<file path="src/plsf_ram.sv">
`timescale 1ns / 1ps

module plsf_ram #(
  parameter int WIDTH = 16,
  parameter int DEPTH = 2,
  localparam int AW = (DEPTH > 1) ? $clog2(DEPTH) : 1
) (
  input  logic             clk,
  input  logic             we,
  input  logic [AW-1:0]    waddr,
  input  logic [WIDTH-1:0] wdata,
  input  logic             re,
  input  logic [AW-1:0]    raddr,
  output logic [WIDTH-1:0] rdata
);

  logic [WIDTH-1:0] mem [DEPTH];
  logic [WIDTH-1:0] rdata_r;

  // Read returns the old word on a same-cycle write
  always_ff @(posedge clk) begin
    if (we) begin
      mem[waddr] <= wdata;
    end
    if (re) begin
      rdata_r <= mem[raddr];
    end
  end

  assign rdata = rdata_r;

endmodule

</file>
<file path="config.mk">
export PLATFORM = sky130hd
export DESIGN_NAME = plsf_ram
export DESIGN_NICKNAME = d
export VERILOG_FILES = /design/src/plsf_ram.sv
export SDC_FILE = /design/constraint.sdc
export NUM_CORES = 1
export LEC_CHECK = 0
export ABC_AREA = 1
export BUFFER_PORTS_ARGS = -buffer_cell sky130_fd_sc_hd__buf_4
export CAP_MARGIN = 20
export CORE_MARGIN = 2
export CORE_UTILIZATION = 44
export DETAILED_ROUTE_END_ITERATION = 16
export GPL_ROUTABILITY_DRIVEN = 0
export PLACE_DENSITY = 0.69
export SLEW_MARGIN = 20
export SYNTH_ARGS = -nofsm -noshare
export SYNTH_HDL_FRONTEND = slang
export SYNTH_SLANG_ARGS = --single-unit
</file>
<file path="constraint.sdc">
create_clock -name clk -period 3 [get_ports clk]
set_input_delay 0.75 -clock clk [delete_from_list [all_inputs] [get_ports clk]]
set_output_delay 0.75 -clock clk [all_outputs]
set_load 0.1 [all_outputs]
</file>
**Yosys cells after proc, flatten, opt, wreduce, memory -nomap -nowiden**

Memory sizes are Yosys's and may differ from the RTL's. A register that Yosys moved wholly into a read port is not among the register bits.
Index checks and enable logic that the tools add are counted.

- Muxes and demuxes: 2

Operators by type and width:

| operator | count |
|---|---|
| two-way mux 1 bit | 2 |

- Output and inout bits: 16
- Memory bits (writable): 32
- Memories: 1
- Register bits: 0

Memories:

| name | words | bits a word | read ports | clocked after memory_dff | write ports | line | source |
|---|---|---|---|---|---|---|---|
| mem | 2 | 16 | 1 | 1 | 1 | 17 | `logic [WIDTH-1:0] mem [DEPTH];` |

**Logic depth before layout (Yosys ltp)**

- Depth in word-level cells: 2
- Depth in mapped cells: 5
- Gate-level depth less buffers: 3

**Worst setup path before layout**

No wires, ideal clock.

- Path kind: in2reg
- From: in we
- To: mem mem[0][0], enable pin
- Data arrival time: 1.472 ns
- Cell stages on the path: 2
- Library setup time: 0.389 ns
- Setup slack: 1.140 ns
- Path through: inv_1 > nor2_1

- Word-level cells in the longest chain between the ends: 2

Ends and longest elaborated chain:

| what | line | source |
|---|---|---|
| start: declaration | 9 | `input logic we,` |
| two-way mux 1 bit | 22 | `if (we) begin` |
| two-way mux 1 bit (not written as such) | 23 | `mem[waddr] <= wdata;` |
| end: declaration | 17 |  |

No other way between the ends.

**Final worst setup path**

- From: reg rdata_r[6] (netlist: rdata[6]) (read register of mem)
- To: out rdata[6]

RTL lines:

| what | line | source |
|---|---|---|
| start: declaration | 18 | `logic [WIDTH-1:0] rdata_r;` |
| end: declaration | 14 | `output logic [WIDTH-1:0] rdata` |

No word-level cell between the ends.

==> qor.yml <==
synthXorXnorAreaFrac: 0
grt_usage: 0.118
cts.clk_slew.worst_paths_ps: 70
synthMuxAreaShare: 0
worstReg2RegEnd: "rdata[9]$_DFFE_PP_"
slew_headroom: 0.602
postCtsSetupRepairBufs: 0
yosysSeqAreaShare: 0.848
hold_end: "rdata[6]$_DFFE_PP_"
drc: 0
utilization: 0.563
p_per_area_nw_per_um2: 646
rrSetupSlack_ps: 2260
synthesis.nets: 125
cts_tree: "built"
arrival_ps: 920
dp_hpwl_um: 1510
num_io_pins: 37
worstSetupPathType: "register to output port"
grt_pass1_vias: 812
setup_tns_ps: 0
min_period_ps: 1670
port_buffers: 36
finalSetupViolations: 0
synthAdderAreaFrac: 0
wl_per_cell_um: 11.4
skew_ps: 5.56
initial_core_util: 0.461
drtIter0Drc: 41
worst-endpoint-required_ps: 2250
holdCritStartpoint: "mem[0][6]$_DFFE_PP_"
finalWirelength_um: 2220
r2r_cells: 2
slew_viol_final: 0
period_share: 0.556
die_w_um: 66.2
hold_path.class: "register to register"
synth_seq_cells: 48
cts_max_level: 2
cts-root-buf: "clkbuf_8"
nNetsFinal: 166
vias: 855
fmax_ghz: 0.600
cp-start-kind: "register"
drive_above_1_share: 0.329
crit_path_max_incr_delay_ps: 340
hold_ws_ps: 511
crit_buf_inv: 1
synth_cell_types: 8
synth_top_area_share: 0.848
netlist_instances: 104
layout_commonest_cell: "edfxtp_1"
grt_pass1_wl_um: 3620
synthesis.area_um2: 1700
firstDrtPassIters: 4
vias_per_cell: 4.41
area_growth_pct: 22.1
total_power_mw: 1.34
hold_depth: 2
antenna_cells: 0
rsz0062_at_grt: "false"
hold_viol: 0
synth_area_leaders: "edfxtp_1 85%, nand2_1 9.7%, nand2_2 1.8%"
cts_resized: 0
final_antenna_net_count: 0
coreArea_um2: 3690
num_rows: 22
maxCapViolations: 0
tightest_slew_ps: 596
ir_worst_vdd_uv: 366
grt.overflow.total: 0
synth.avg_cell_area_um2: 16.3
critPathTopFamily: "flip-flops"
final_cell_mix: "48 x edfxtp_1, 44 x nand2_1, 37 x buf_4, 5 x nand2_2, 5 x clkbuf_8"
critical_path.slowest_cell: "edfxtp_1"
synth_compound_area_frac: 0
numCtsBuffers: 5
synthSimpleGateAreaFrac: 0.118
regToRegStartpoint: "mem[0][9]$_DFFE_PP_"
max-clock-path-buffers: 2
grt_max_degree: 18
synth_top_area_cell: "edfxtp_1"
status: "finished clean"
antenna_found_initial: 0
crit_path_end_kind: "output port"
cts-hold-fix-buffers: 0
clock_latency_ps: 290
synth-warning-count: 0
p_leak_nw: 0.842
die_h_um: 66.2
cts.sinks: 48
worst-path-max-fanout: 1
synth_top_family_by_area: "simple AND/OR/NAND/NOR gates"
dieArea_um2: 4380
path_cells: "buf_4"
[state kept, by name, summed over array words and instances (netlist names)]
signal,count
mem,32
rdata,16
[layout make-up]
class	count	area, µm²
clock buffers	7	76.3
fillers	297	1610
flip-flops and latches	48	1440
repair buffers	37	278
multi-input cells	50	200
clock inverters	1	3.75
inverters	3	16.3
well taps	48	60.1
[power by group]
group | leakage (nW) | switching [mW] | internal [mW] | total (mW)
Sequential | 0.459 | 0.0116 | 0.791 | 0.803
Combinational | 0.343 | 0.154 | 0.0461 | 0.200
Clock | 0.0399 | 0.177 | 0.162 | 0.339
[metrics by stage]
step | worst slack [ps] | area [µm²] | instances
final | 1330 | 2080 | 194
after global routing | 1290 | 2080 | 194
after CTS | 1320 | 2080 | 194
after detailed placement | 1280 | 2000 | 186
after global placement | 1310 | 2000 | 186
after floorplan | 1140 | 1700 | 104
[cells in the mapped netlist]
cell and count:
inv_6 1, buf_12 1, edfxtp_1 48, nand2_2 5, nand2_1 44, buf_6 2
nor2_1 1, inv_1 2
[layer usage]
layer	vias to the layer above	routed length [µm]	GRT usage
met5	-	0	0
met4	0	56	0.0765
met3	5	101	0.0324
met2	22	1270	0.213
met1	392	790	0.118
li1	436	-	-
[cells by family after synthesis]
| family | after synthesis |
|---|---|
| DFF | 48 |
| and+or+nand+nor | 50 |
| buffers and inverters | 6 |
[worst max path at each step]
stage                             startpoint              endpoint  slack (ps)  cells past startpoint
after floorplan                           we   mem[0][0]$_DFFE_PP_        1140                      2
after global placement                 waddr  mem[1][13]$_DFFE_PP_        1310                      3
after detailed placement               waddr  mem[1][14]$_DFFE_PP_        1280                      3
after CTS                 rdata[6]$_DFFE_PP_              rdata[6]        1320                      1
after global routing      rdata[6]$_DFFE_PP_              rdata[6]        1290                      1
final                     rdata[6]$_DFFE_PP_              rdata[6]        1330                      1
Note: power is estimated with default switching activity, not from simulation.
