$ cat src/plsf_pkg.sv
`timescale 1ns / 1ps

package plsf_pkg;

  // Default geometry of the stores
  localparam int DEF_WINDOWS             = 512;
  localparam int DEF_CHANNELS            = 16;
  localparam int DEF_SAMPLES_PER_CHANNEL = 32;
  localparam int DEF_TABLE_DEPTH         = 2048;

  // Field widths
  localparam int CMD_W    = 2;
  localparam int WIN_W    = 9;
  localparam int SMP_W    = 16;
  localparam int ADDR_W   = 18;
  localparam int WORD_W   = 16;
  localparam int BYTE_W   = 8;
  localparam int CNT_W    = 16;
  localparam int CFG_IDX_W = 1;

  // Command codes
  localparam logic [CMD_W-1:0] CMD_LOAD_PED   = 2'd0;
  localparam logic [CMD_W-1:0] CMD_LOAD_TABLE = 2'd1;
  localparam logic [CMD_W-1:0] CMD_WINDOW     = 2'd2;
  localparam logic [CMD_W-1:0] CMD_SAMPLE     = 2'd3;

  // Configuration register indexes
  localparam logic [CFG_IDX_W-1:0] CFG_DIGITAL_OFFSET = 1'd0;
  localparam logic [CFG_IDX_W-1:0] CFG_FIRST_WINDOW   = 1'd1;

  // Frame bytes
  localparam logic [BYTE_W-1:0] HDR_BYTE0 = 8'h55;
  localparam logic [BYTE_W-1:0] HDR_BYTE1 = 8'hAA;
  localparam logic [BYTE_W-1:0] TRL_BYTE0 = 8'h33;
  localparam logic [BYTE_W-1:0] TRL_BYTE1 = 8'hCC;
  localparam logic [BYTE_W-1:0] ERR_BYTE  = 8'h00;

  // Saturation limit on the pedestal-corrected sample
  localparam logic [SMP_W-1:0] SAT_LIMIT = 16'd2047;

  // Up to four bytes handed to the serializer as one batch
  localparam int BATCH_MAX = 4;
  localparam int BCNT_W    = 3;

  typedef struct packed {
    logic [BATCH_MAX-1:0][BYTE_W-1:0] bytes;
    logic [BCNT_W-1:0]                num;
    logic                             fend;
    logic                             err;
  } batch_t;

endpackage

$ cat src/plsf_serializer.sv
`timescale 1ns / 1ps

module plsf_serializer (
  input  logic                             clk,
  input  logic                             rst_n,
  input  logic                             load,
  input  plsf_pkg::batch_t                 batch,
  output logic                             free,
  output logic                             out_valid,
  input  logic                             out_stall,
  output logic [plsf_pkg::BYTE_W-1:0]      out_byte,
  output logic                             out_run_last,
  output logic                             out_frame_end,
  output logic                             out_id_error
);

  logic [plsf_pkg::BATCH_MAX-1:0][plsf_pkg::BYTE_W-1:0] bytes_r, bytes_nxt;
  logic [1:0]                     pos_r, pos_nxt;
  logic [plsf_pkg::BCNT_W-1:0]    rem_r, rem_nxt;
  logic                           fend_r, fend_nxt;
  logic                           err_r, err_nxt;
  logic                           take;

  assign out_valid     = (rem_r != '0);
  assign take          = out_valid && !out_stall;
  assign free          = (rem_r == '0) || ((rem_r == plsf_pkg::BCNT_W'(1)) && !out_stall);
  assign out_byte      = bytes_r[pos_r];
  assign out_run_last  = (rem_r == plsf_pkg::BCNT_W'(1));
  assign out_frame_end = out_run_last && fend_r;
  assign out_id_error  = err_r;

  always_comb begin
    bytes_nxt = bytes_r;
    pos_nxt   = pos_r;
    rem_nxt   = rem_r;
    fend_nxt  = fend_r;
    err_nxt   = err_r;
    if (load) begin
      bytes_nxt = batch.bytes;
      pos_nxt   = 2'd0;
      rem_nxt   = batch.num;
      fend_nxt  = batch.fend;
      err_nxt   = batch.err;
    end else if (take) begin
      pos_nxt = pos_r + 2'd1;
      rem_nxt = rem_r - plsf_pkg::BCNT_W'(1);
    end
  end

  always_ff @(posedge clk) begin
    if (!rst_n) begin
      pos_r  <= 2'd0;
      rem_r  <= '0;
      fend_r <= 1'b0;
      err_r  <= 1'b0;
    end else begin
      pos_r  <= pos_nxt;
      rem_r  <= rem_nxt;
      fend_r <= fend_nxt;
      err_r  <= err_nxt;
    end
  end

  always_ff @(posedge clk) begin
    bytes_r <= bytes_nxt;
  end

endmodule

$ cat config.mk
export PLATFORM = sky130hd
export DESIGN_NAME = plsf_serializer
export DESIGN_NICKNAME = d
export VERILOG_FILES = /design/src/plsf_pkg.sv /design/src/plsf_serializer.sv
export SDC_FILE = /design/constraint.sdc
export NUM_CORES = 1
export LEC_CHECK = 0
export BUFFER_PORTS_ARGS = -buffer_cell sky130_fd_sc_hd__buf_2
export CELL_PAD_IN_SITES_DETAIL_PLACEMENT = 2
export CELL_PAD_IN_SITES_GLOBAL_PLACEMENT = 2
export CORE_ASPECT_RATIO = 0.7
export CORE_MARGIN = 2
export CORE_UTILIZATION = 30
export DETAILED_ROUTE_END_ITERATION = 16
export HOLD_SLACK_MARGIN = 0.02
export MAX_ROUTING_LAYER = met4
export PLACE_DENSITY = 0.85
export SYNTH_ARGS = -nofsm -noshare
export SYNTH_HDL_FRONTEND = slang
export SYNTH_SLANG_ARGS = --single-unit
$ cat constraint.sdc
create_clock -name clk -period 1.25 [get_ports clk]
set_input_delay 0.25 -clock clk [delete_from_list [all_inputs] [get_ports clk]]
set_output_delay 0.25 -clock clk [all_outputs]
set_load 0.005 [all_outputs]
## After elaboration in Yosys (flattened, before gate mapping)

Index checks and enable logic that the tools add are counted.

| storage, ports and cells | value |
|---|---|
| register bits | 39 |
| input port bits | 41 |
| output and inout port bits | 13 |
| word-level logic and storage cells | 26 |

| cells by class | value |
|---|---|
| $add $sub $neg | 2 |
| order comparisons | 1 |
| equality and inequality tests | 1 |
| muxes and demuxes | 4 |
| bitwise gates (word level) | 1 |
| reductions and logical operators | 9 |

Operators by type and width:

| operator | number |
|---|---|
| 8-bit binary-select mux with 2-bit select | 1 |
| 8-bit two-way mux | 1 |
| 3-bit two-way mux | 2 |
| 3-bit by 1-bit == test with 1-bit output, second input constant | 1 |
| 1-bit logical AND | 3 |
| 3-bit logical NOT | 1 |
| 2-bit by 3-bit < comparator with 1-bit output, second input constant | 1 |
| 3-bit nonzero test | 1 |
| 3-bit by 1-bit subtractor with 3-bit output, second input constant | 1 |
| 2-bit by 1-bit adder with 2-bit output, second input constant | 1 |
| 2-bit nonzero test | 1 |
| 2-bit OR reduction | 1 |
| 1-bit logical NOT | 1 |
| 1-bit logical OR | 1 |
| 1-bit NOT | 1 |

## Depth between registers and ports, before layout

Gate-level depths: netlist of run 1.

| depth | value |
|---|---|
| word-level depth | 4 |
| depth in mapped cells | 6 |
| gate-level depth less buffers | 6 |

## Worst setup path before layout of run 1

OpenSTA, ideal clock, no wires.

| timing path | value |
|---|---|
| path type | flip-flop to flip-flop |
| start | register rem_r[0] in the netlist's numbering |
| end | register pos_r[1] |
| library setup time | 0.070 ns |
| arrival | 1.288 ns |
| data required time | 1.180 ns |
| path slack | -0.108 ns |
| cell stages (with the launch flop) | 6 |
| buffers on the path | 0 |
| period minus slack after synthesis | 1.358 ns |
| cell sequence | dfxtp_1 > inv_1 > ha_1 > and2b_1 > or4_1 > a21oi_1 |

| between the ends | value |
|---|---|
| cells in the longest elaborated chain, start to end | 2 |

Ends and longest elaborated chain:

| item | line | RTL |
|---|---|---|
| from (decl) | plsf_serializer.sv:19 | `logic [plsf_pkg::BCNT_W-1:0] rem_r, rem_nxt;` |
| from (signal assigned) | plsf_serializer.sv:58 | `rem_r <= rem_nxt;` |
| 3-bit nonzero test | plsf_serializer.sv:24 | `assign out_valid = (rem_r != '0);` |
| 1-bit logical AND | plsf_serializer.sv:25 | `assign take = out_valid && !out_stall;` |
| to (signal assigned) | plsf_serializer.sv:57 | `pos_r <= pos_nxt;` |
| to (decl) | plsf_serializer.sv:18 | `logic [1:0] pos_r, pos_nxt;` |

Every way passes these cells.
A chain may end at the register's enable or synchronous reset.

## Final worst setup path of run 1

| timing path | value |
|---|---|
| start | register pos_r[0] |
| end | output out_byte[2] in the netlist's numbering |

| between the ends | value |
|---|---|
| cells in the longest elaborated chain, start to end | 2 |

Ends and longest elaborated chain:

| item | line | RTL |
|---|---|---|
| 8-bit binary-select mux with 2-bit select | plsf_serializer.sv:27 | `assign out_byte = bytes_r[pos_r];` |
| 8-bit two-way mux (implied by the code) | plsf_serializer.sv:27 |  |
| to (decl) | plsf_serializer.sv:11 | `output logic [plsf_pkg::BYTE_W-1:0] out_byte,` |

Every way passes these cells. The select of a mux whose other input is x is not followed.

==> results of run 1 <==
-- state kept, by name (all words and copies together), names as in the netlist --
signal,cells
rem_r,3
fend_r,1
pos_r,2
bytes_r,32
out_id_error,1
-- what timing repair did --
| item | in CTS | in global routing |
|---|---|---|
| buffers inserted | 5 | 4 |
| cloned | 0 | 0 |
| pin swaps | 5 | 6 |
| setup endpoints to repair | 16 | 17 |
| gates resized for setup | 26 | 15 |
| hold buffers | 0 | 0 |
-- stage by stage --
step                setup slack, ns  setup TNS, ns  power [mW]  hold WS, ns  utilization [%]
floorplan                   -0.0566        -0.0657        1.69        0.349                -
global placement             -0.200          -1.68        1.86        0.426             40.5
detailed placement           -0.253          -2.28        1.89        0.428             40.5
CTS                          -0.476          -5.08        2.81        0.115             43.8
global route                 -0.489          -5.86        2.95        0.112             45.4
finish                       -0.457          -5.05        2.83        0.129             45.4
-- synthesized netlist by cell type (all sizes together) --
master,count,area share (%)
ha,3,2.4
dfxtp,7,9.0
or4,1,0.48
nor2b,4,1.6
a21o,1,0.48
mux2i,3,1.9
a21oi,4,1.3
o31ai,2,0.96
edfxtp,32,62
and2,1,0.40
buf,1,0.72
nand2,1,0.24
nand3,3,0.96
and3,1,0.40
o21ai,4,1.3
nor2,1,0.24
mux4,8,13
and2b,1,0.48
clkbuf,1,0.32
a31oi,1,0.40
inv,6,1.4
-- layout make-up --
cell class	instances	area (sq um)
clock buffer	6	72.6
clock inverter	2	12.5
fill	492	2670
inverter	6	25.0
multi-input combinational	39	483
sequential	39	1110
tap	69	86.3
timing repair buffer	66	432
-- path summary, 6_finish.rpt --
check | slack [ns] | to | startpoint
worst max-delay path | -0.46 | out_byte[2] | pos_r[0]
worst min-delay path | 0.13 | bytes_r[16] | batch[21]
worst max register to register | -0.28 | pos_r[1] | rem_r[1]
worst min register to register | 0.53 | fend_r | fend_r
-- metal layers --
metal | wire, um | global-route usage, % | vias to the layer above
met5 | 0 | - | -
met4 | 57 | 5.19 | 0
met3 | 265 | 5.66 | 4
met2 | 2220 | 27.9 | 35
met1 | 1610 | 16.7 | 512
li1 | - | - | 473
-- worst max-delay path, delay by kind of cell (launching register included) --
kind / cells / cell delay, ns
multiplexers: 1 / 0.51
flip-flops: 1 / 0.37
buffers and inverters: 2 / 0.29
-- power groups by stage --
stage               clock [mW]  combinational (mW)  sequential, mW
floorplan                    0               0.129            1.56
global placement             0               0.297            1.56
detailed placement           0               0.318            1.58
CTS                      0.866               0.386            1.56
global route             0.906               0.482            1.56
finish                   0.839               0.441            1.55
-- logic make-up (layout without fill, tap and decap cells) --
family | after synthesis | count (layout)
AO/OA/AOI/OAI | 12 | 12
adder cells (fa/ha/maj) | 3 | 3
buffers and inverters | 8 | 80
flip-flops | 39 | 39
multiplexers | 11 | 11
AND/OR/NAND/NOR | 13 | 13
==> results.txt, run 1 <==
Mapped Cells = 86
Skew final = 0.00189 ns
Actual slew at the worst max-slew pin = 0.313 ns
Layout cells sized above 1 = 63.9%
H-tree depth = 2
Syn_nets = 130
Antenna cell count = 0
Commonest non-fill, non-tap cell in the layout = buf_2
Final worst slack = -0.457 ns
Pin count of the biggest net entering global routing = 33
Largest family of logic cells by synthesized area = multiplexers
Remaining DRCs = 0
Worst Hold Class = input pin to flip-flop
Design Area, Final = 2220 sq um
Pleak = 0.879 nW
Core ar. = 4890 sq um
Clock Tree Buf Depth = 2
Clock Power Share = 29.6%
First DRT Iteration DRCs = 35
Routed WL = 4.15 mm
Critical-path cell list = buf_12, mux4_2, buf_2
Seq pwr share = 54.8%
Post-route insts no fill = 227
Final setup violation count = 16
Critical Path Max Stage Delay = 0.51 ns
Total gr overflow = 0
WHS Path Cells = 1
Fin. Hold Viols = 0
Commonest non-fill, non-tap cells in the layout = buf_2 (49), edfxtp_1 (32), buf_6 (9), mux4_2 (8), buf_4 (6)
Initial antenna violation count = 0
CTS Buf Count = 5
P_int = 2.16 mW
First-pass GRT wire length = 6.49 mm
Violated checks = setup timing
All-Layer GR Usage = 15.8%
Worst-path fanout max = 8
Synth unique cells = 22
Post-synthesis compound-gate area fraction = 4.41%
Initial Util = 32.0%
Worst Path Required = 1.00 ns
Sequential share of the synthesized area = 70.5%
Post-Synth Simple-Gate Area = 4.81%
Post-layout nets = 201
Post-route ant nets = 0
Maximum VDD drop = 0.000842 V
Post-synthesis mux area share = 15.4%
Worst Path Class, Setup = flip-flop to output port
Slew HR = 78.9%
Wire per inst = 18.3 um
Reg clk slew, reported paths = 0.08 ns
IO buf count = 53
DIE AREA = 5810 sq um
Worst skew pair latency = 0.29 ns
IO Count = 54
Synth warn = 0
Die Y-Extent = 64.4 um
Critical Path AT = 1.46 ns
Max Freq = 0.586 GHz
Router iterations before antenna repair = 3
Status = finished, violations left
Adder-Cell Fraction of Synth Area = 2.40%
Num Clock Sinks = 39
Avg Inst Size Synth = 18.2 sq um
Vias in the first global route = 1,244
CTS tree = done
PD cells = 1280 nW/um^2
Max-Cap Viols = 0
Die Wd = 90.2 um
Row cnt = 21
Root buffer cell = clkbuf_8
Period utilisation layout = 137%
Placed Cells = 213
Area delta synth->final = 42.0%
RD Place Congestion = 0.747
Dpl hpwl = 2.73 mm
Setup crit start kind = flip-flop
Worst reg2reg path depth = 6
Post-Synth XOR/XNOR Area = 0%
Placed cell areas = 1980 sq um
Drt via density = 4.51
Flip-flop and latch count after synthesis = 39
Crit-path slowest cell = mux4_2
Max-slew violations = 0
Switching part of the total = 23.8%
Combinational share of power = 15.6%
P_sw = 0.675 mW
Synthesized cell area = 1560 sq um
RSZ-0062 raised after global routing = true
CP Capture Type = output port
Vias post-DR = 1,024
Min cycle time layout = 1.71 ns
Power figures use the tool's default switching activity.
==> run 2, diff against run 1 <==
==> constraint.sdc (replaced) <==
create_clock -name clk -period 1.25 [get_ports clk]
set_input_delay 0.25 -clock clk [delete_from_list [all_inputs] [get_ports clk]]
set_output_delay 0.25 -clock clk [all_outputs]
set_load 0.02 [all_outputs]
==> run 2 against run 1 <==
Effect of this change:
- the flow still finishes with violations (setup timing)
- critical path depth stayed put
- clock skew is 0.0091 ns higher
- first-iteration DRC count is 49% higher
- clock power hardly changed
- design area is 5.4% higher
- combinational power is 32% higher
- via count is 2.6% higher
- clock-buffer cell count is 2 higher
- final cell count is 2.2% higher
- setup slack worse by 0.027 ns
- largest power group unchanged
==> results.txt, run 2 (synthesized netlist as in run 1, its figures left out) <==
Area delta synth->final = 49.7%
CP top delay family = multiplexers
Clock Tree Buf Depth = 2
Fin. Hold Viols = 0
Critical Path AT = 1.48 ns
H-tree depth = 2
Initial Util = 32.0%
Remaining DRCs = 0
CTS Buf Count = 5
Post-route insts no fill = 232
Slew HR = 80.4%
Biggest regs = bytes_r x32, rem_r x3, pos_r x2
First-pass GRT wire length = 7.09 mm
RSZ-0062 raised after global routing = true
Worst Path Required = 1.00 ns
Reg clk slew, reported paths = 0.08 ns
Violated checks = setup timing
Actual slew at the worst max-slew pin = 0.294 ns
Die Y-Extent = 64.4 um
Commonest non-fill, non-tap cells in the layout = buf_2 (41), edfxtp_1 (32), buf_6 (19), mux4_2 (8), buf_4 (7)
DIE AREA = 5810 sq um
Final setup violation count = 17
CP Buf/Inv Count = 2
Max FFs per register = 32
Num Clock Sinks = 39
Core ar. = 4890 sq um
Dpl hpwl = 3.38 mm
Crit-path slowest cell = mux4_2
Router iterations before antenna repair = 4
Row cnt = 21
Max-slew violations = 0
Vias in the first global route = 1,236
CTS tree = done
Total gr overflow = 0
CTS Hold Bufs = 0
Wire per inst = 20.8 um
First DRT Iteration DRCs = 52
RD Place Congestion = 0.810
Critical Path Max Stage Delay = 0.53 ns
Final worst slack = -0.483 ns
Worst Hold Class = input pin to flip-flop
Placed Cells = 215
Worst Path Class, Setup = flip-flop to output port
Total power = 2.98 mW
IO buf count = 53
Post-layout nets = 205
Worst skew pair latency = 0.30 ns
Largest Register = bytes_r
Layout cells sized above 1 = 65.4%
Skew final = 0.0110 ns
Vias post-DR = 1,051
Critical-path cell list = buf_12, mux4_2, buf_6
Worst-path fanout max = 5
Commonest non-fill, non-tap cell in the layout = buf_2
Max Freq = 0.577 GHz
Max-Cap Viols = 0
CP Capture Type = output port
Drt via density = 4.53
Setup crit start kind = flip-flop
Post-route ant nets = 0
Period utilisation layout = 139%
Routed WL = 4.84 mm
PD cells = 1270 nW/um^2
Die Wd = 90.2 um
Pin count of the biggest net entering global routing = 24
Initial antenna violation count = 1
IO Count = 54
Status = finished, violations left
All-Layer GR Usage = 17.6%
Register-to-register setup slack = -0.33 ns
Min cycle time layout = 1.73 ns
Root buffer cell = clkbuf_8
Pleak = 0.920 nW
Maximum VDD drop = 0.000388 V
## run 2: routing by layer
layer	part of all wire, %	vias up	wire [um]	global-route usage [%]
met5	0	-	0	-
met4	1.9	0	93	6.73
met3	6.6	8	320	6.13
met2	52	48	2510	30.8
met1	39	510	1910	18.6
li1	-	485	-	-
## run 2: final cells by class
type                    instances  area [sq um]
multi-input cells              39           498
clock buffers                   8          80.1
well taps                      69          86.3
inverters                       6          27.5
flip-flops and latches         39          1110
diodes                          1          2.50
repair buffers                 70           532
fillers                       467          2550
## run 2: worst reg2reg max path: cells and delay by family, from the launching register on
family          cells  cell delay [ns]
fa+ha+maj           1             0.15
compound gates      1             0.15
flops               1             0.38
buf+inv             2             0.18
simple gates        2             0.65
## run 2: timing repair
item                       in CTS  in global routing
pin swaps                       7                  8
setup endpoints to repair      15                 17
setup buffers                   3                  6
resized for setup              42                 15
## run 2: final timing paths
kind | endpoint | startpoint | cells after the start
setup / recovery | out_byte[1] | pos_r[0] | 3
hold / removal | bytes_r[9] | batch[14] | 1
setup reg to reg | pos_r[1] | rem_r[1] | 6
hold reg to reg | out_id_error | out_id_error | 2
## run 2: where the power goes
part           switching (mW)  total (mW)  internal (mW)
clock                   0.442       0.839          0.397
sequential             0.0449        1.56           1.51
combinational           0.270       0.583          0.313
total                   0.757        2.98           2.22
## run 2: stage by stage
stage	utilization [%]	hold WS, ns	worst slack, ns	TNS [ns]	instance area [sq um]
finish	47.8	0.124	-0.483	-5.75	2340
global route	47.8	0.114	-0.542	-6.69	2340
CTS	45.7	0.120	-0.496	-5.44	2230
detailed placement	40.6	0.429	-0.207	-1.91	1990
global placement	40.6	0.428	-0.140	-1.27	1990
floorplan	-	0.349	-0.0639	-0.242	1550
